--- config.mk ---
export PLATFORM = sky130hd
export DESIGN_NAME = ecc_div_cell
export DESIGN_NICKNAME = d
export VERILOG_FILES = /design/src/rtl/core/ecc_div_cell.sv
export SDC_FILE = /design/constraint.sdc
export NUM_CORES = 1
export LEC_CHECK = 0
export ABC_AREA = 1
export BUFFER_PORTS_ARGS = -buffer_cell sky130_fd_sc_hd__buf_4
export CORE_MARGIN = 2
export CORE_UTILIZATION = 35
export DETAILED_ROUTE_END_ITERATION = 7
export GPL_ROUTABILITY_DRIVEN = 0
export SLEW_MARGIN = 10
export SYNTH_ARGS = -nofsm -noshare
export SYNTH_HDL_FRONTEND = slang
export SYNTH_SLANG_ARGS = --single-unit
--- constraint.sdc ---
create_clock -name clk -period 2.9 [get_ports clk]
set_clock_uncertainty 0.1 [all_clocks]
set_input_delay 0.29 -clock clk [delete_from_list [all_inputs] [get_ports clk]]
set_output_delay 0.29 -clock clk [all_outputs]
set_load 0.005 [all_outputs]
--- src/rtl/core/ecc_div_cell.sv ---
// ----------------------------------------------------------------------------
// ecc_div_cell: one quotient bit of the count/limit fraction
// Shifts the partial remainder, subtracts the limit when it fits, and hands
// remainder and quotient bits to the next cell every cycle.
// ----------------------------------------------------------------------------
module ecc_div_cell #(
  parameter int CNT_W         = 16,
  parameter int FRACTION_BITS = 24
) (
  input  logic                     clk,
  input  logic                     rst,
  input  logic [CNT_W-1:0]         lim,
  input  logic                     in_valid,
  input  logic [CNT_W-1:0]         in_rem,
  input  logic [FRACTION_BITS-1:0] in_quo,
  input  logic                     in_full,
  output logic                     out_valid,
  output logic [CNT_W-1:0]         out_rem,
  output logic [FRACTION_BITS-1:0] out_quo,
  output logic                     out_full
);

  logic [CNT_W:0]   shifted;
  logic [CNT_W:0]   diff;
  logic             take;
  logic [CNT_W-1:0] rem_next;

  // Trial subtract of the limit from the doubled remainder
  always_comb begin
    shifted  = {in_rem, 1'b0};
    diff     = shifted - {1'b0, lim};
    take     = (shifted >= {1'b0, lim});
    rem_next = take ? diff[CNT_W-1:0] : shifted[CNT_W-1:0];
  end

  // Advance the request state to the next cell
  always_ff @(posedge clk) begin
    if (rst) begin
      out_valid <= 1'b0;
    end else begin
      out_valid <= in_valid;
    end
  end

  always_ff @(posedge clk) begin
    out_rem  <= rem_next;
    out_quo  <= {in_quo[FRACTION_BITS-2:0], take};
    out_full <= in_full;
  end

endmodule

==> results.tsv <==
metric	value	unit
ant_nets	0	
synth_area_leader_cell	dfxtp_1	
start_util	36.5	%
hold_ws	0.0471	ns
worstMarginPinSlew	0.256	ns
cts.clk_slew.worst_paths	0.08	ns
cp.depth	10	
root_buffer	clkbuf_8	
crit_buf_inv	2	
grt-ovfl-total	0	
nNetsFinal	509	
max_cap_violations	0	
dr.pass1.iters	4	
rsz0062_at_grt	false	
critPathMaxFanout	18	
power_density	450	nW/um^2
cp_slowest_stage_delay	0.37	ns
fin_crit_sh	61.4	%
cp_top_family	simple AND/OR/NAND/NOR gates	
routed_via_density	4.23	
leakagePower	1.86	nW
synth.distinct_cells	24	
wl	5700	um
setup_violations	0	
cp_slowest_cell	ha_1	
drive_gt1_share	30.0	%
utilization	55.9	%
io_buffers	100	
clkSinkCount	42	
critPathLaunch	in_rem[12]	
design.die.area	6860	um^2
place_ws	0.782	ns
seq_area_frac_synth	38.7	%
synth_area_leaders	dfxtp_1, nand2_1, inv_1	
cts.path.max_buffers	2	
critPathKind	input pin to flop	
layout_min_cycle_time	1.78	ns
ys.flop_type	dfxtp_1	
cts.htree.levels	2	
drt-wirelength-per-cell	11.2	um
crit_required	2.98	ns
synth.most_common_cell	nand2_1	
drv_slew	0	
fp.dieW	82.8	um
vdd_drop_max	0.000266	V
synth-seq-cells	42	
hpwl	4410	um
hold_path.class	input pin to flop	
critPathCaptureType	flop	
drcViolationCount	0	
fin_tns_setup	0	ns
final_cell_area	3330	um^2
die_y	82.8	um
path_cells	buf_4 -> ha_1 -> nand2_1 -> nor3_1 -> and2_1 -> nand2_2 -> nand2_4 -> inv_4 -> nand2_2 -> nand2_1	
core_area	5960	um^2
grt_pass1_vias	2125	
synth_top_area_share	38.7	%
postPlaceCellArea	2990	um^2
drt_iter0_markers	52	
row_count	28	
status	finished clean	
grt_pass1_wl	9550	um
synth_edf_count	0	
grt_use_total	17.1	%
critPathLaunchType	input pin	
maxSlewHeadroom	82.9	%
finalHoldViolCount	0	
area_growth_syn_to_layout	53.0	%
antenna_found_initial	0	
synth-warning-count	0	
async_reset_ff_share	0	%
syn_avg_cell_area	7.15	um^2
vias	2150	
antenna_cells	0	
syn_inst	304	
crit_end	out_rem[13]$_DFF_P_	
io_pins	102	
synthesis.area	2170	um^2
tritoncts	done	
crit_arrival	1.86	ns
fin_ws	1.12	ns
grt_max_degree	19	
synth_common_cells	nand2_1, inv_1, dfxtp_1	
syn-num-nets	381	
fmax	561	MHz
cts_buffers	5	
-- metrics by stage --
stage                     total power, W  instances
final                            0.00150        508
after global routing             0.00160        508
after CTS                        0.00152        507
after detailed placement         0.00110        476
after global placement           0.00109        476
after floorplan                 0.000895        304
-- placed cells by master, fill, tap and decap left out --
cell type,n
nand2_1,106
buf_4,100
inv_1,56
dfxtp_1,42
dlygate4sd3_1,24
nand3_1,16
ha_1,16
nand2_2,11
nor2_1,10
a21oi_1,10
nor2_2,6
clkbuf_8,6
nand4_1,5
xor2_1,5
and2_1,4
nand3b_1,3
nand3_2,2
xnor2_1,2
nor3_1,1
or2_1,1
nor3_2,1
nand2_4,1
inv_4,1
o21ai_0,1
fa_1,1
clkinv_2,1
clkinvlp_4,1
-- layout make-up --
cell class	instances	area (um^2)
Tap cell	75	93.8
Timing Repair Buffer	124	991
Multi-Input combinational cell	202	1090
Clock inverter	2	12.5
Fill cell	589	2630
Clock buffer	6	82.6
Inverter	57	216
Sequential cell	42	841
-- what timing repair did --
action | in CTS | in global routing
buffers inserted | 0 | 0
hold buffers | 23 | 1
hold endpoints to repair | 23 | 1
resized for setup | 0 | 0
-- power breakdown --
part	switching [W]	total, W	leakage [nW]	internal (W)
clock	0.000197	0.000388	0.0472	0.000191
combinational	0.000217	0.000452	1.46	0.000235
sequential	0.0000158	0.000655	0.354	0.000639
total	0.000430	0.00150	1.86	0.00107
-- metal layers --
layer	GRT usage (%)	wire [um]	share of wire, %	up-vias
met5	0	0	0	-
met4	4.92	71	1.2	0
met3	4.37	412	7.2	4
met2	29.4	2550	45	82
met1	20.9	2660	47	891
li1	-	-	-	1173
-- worst min path at each step --
stage               startpoint                    to  slack, ns  depth (start not counted)
floorplan              in_full      out_full$_DFF_P_       0.22                          0
global placement     in_quo[6]    out_quo[7]$_DFF_P_       0.29                          1
detailed placement  in_quo[19]   out_quo[20]$_DFF_P_       0.30                          1
CTS                 in_quo[14]   out_quo[15]$_DFF_P_     0.0007                          1
global route               rst  out_valid$_SDFF_PP0_       0.04                          2
finish                     rst  out_valid$_SDFF_PP0_       0.05                          2
-- sequential cells by signal, indices dropped and copies added (netlist names) --
| name | flops |
|---|---|
| out_full | 1 |
| out_rem | 16 |
| out_quo | 24 |
| out_valid | 1 |
-- cells by family (layout without fill, tap and decap cells) --
kind of cell | Yosys count | after routing | share of synthesized area, %
AND/OR/NAND/NOR | 167 | 167 | 34.6
AO/OA/AOI/OAI | 11 | 11 | 2.53
flip-flops | 42 | 42 | 38.7
XOR/XNOR | 7 | 7 | 2.82
buffers and inverters | 60 | 189 | 11.2
adder cells (fa/ha/maj) | 17 | 17 | 10.1
(Power assumes the default switching activity.)
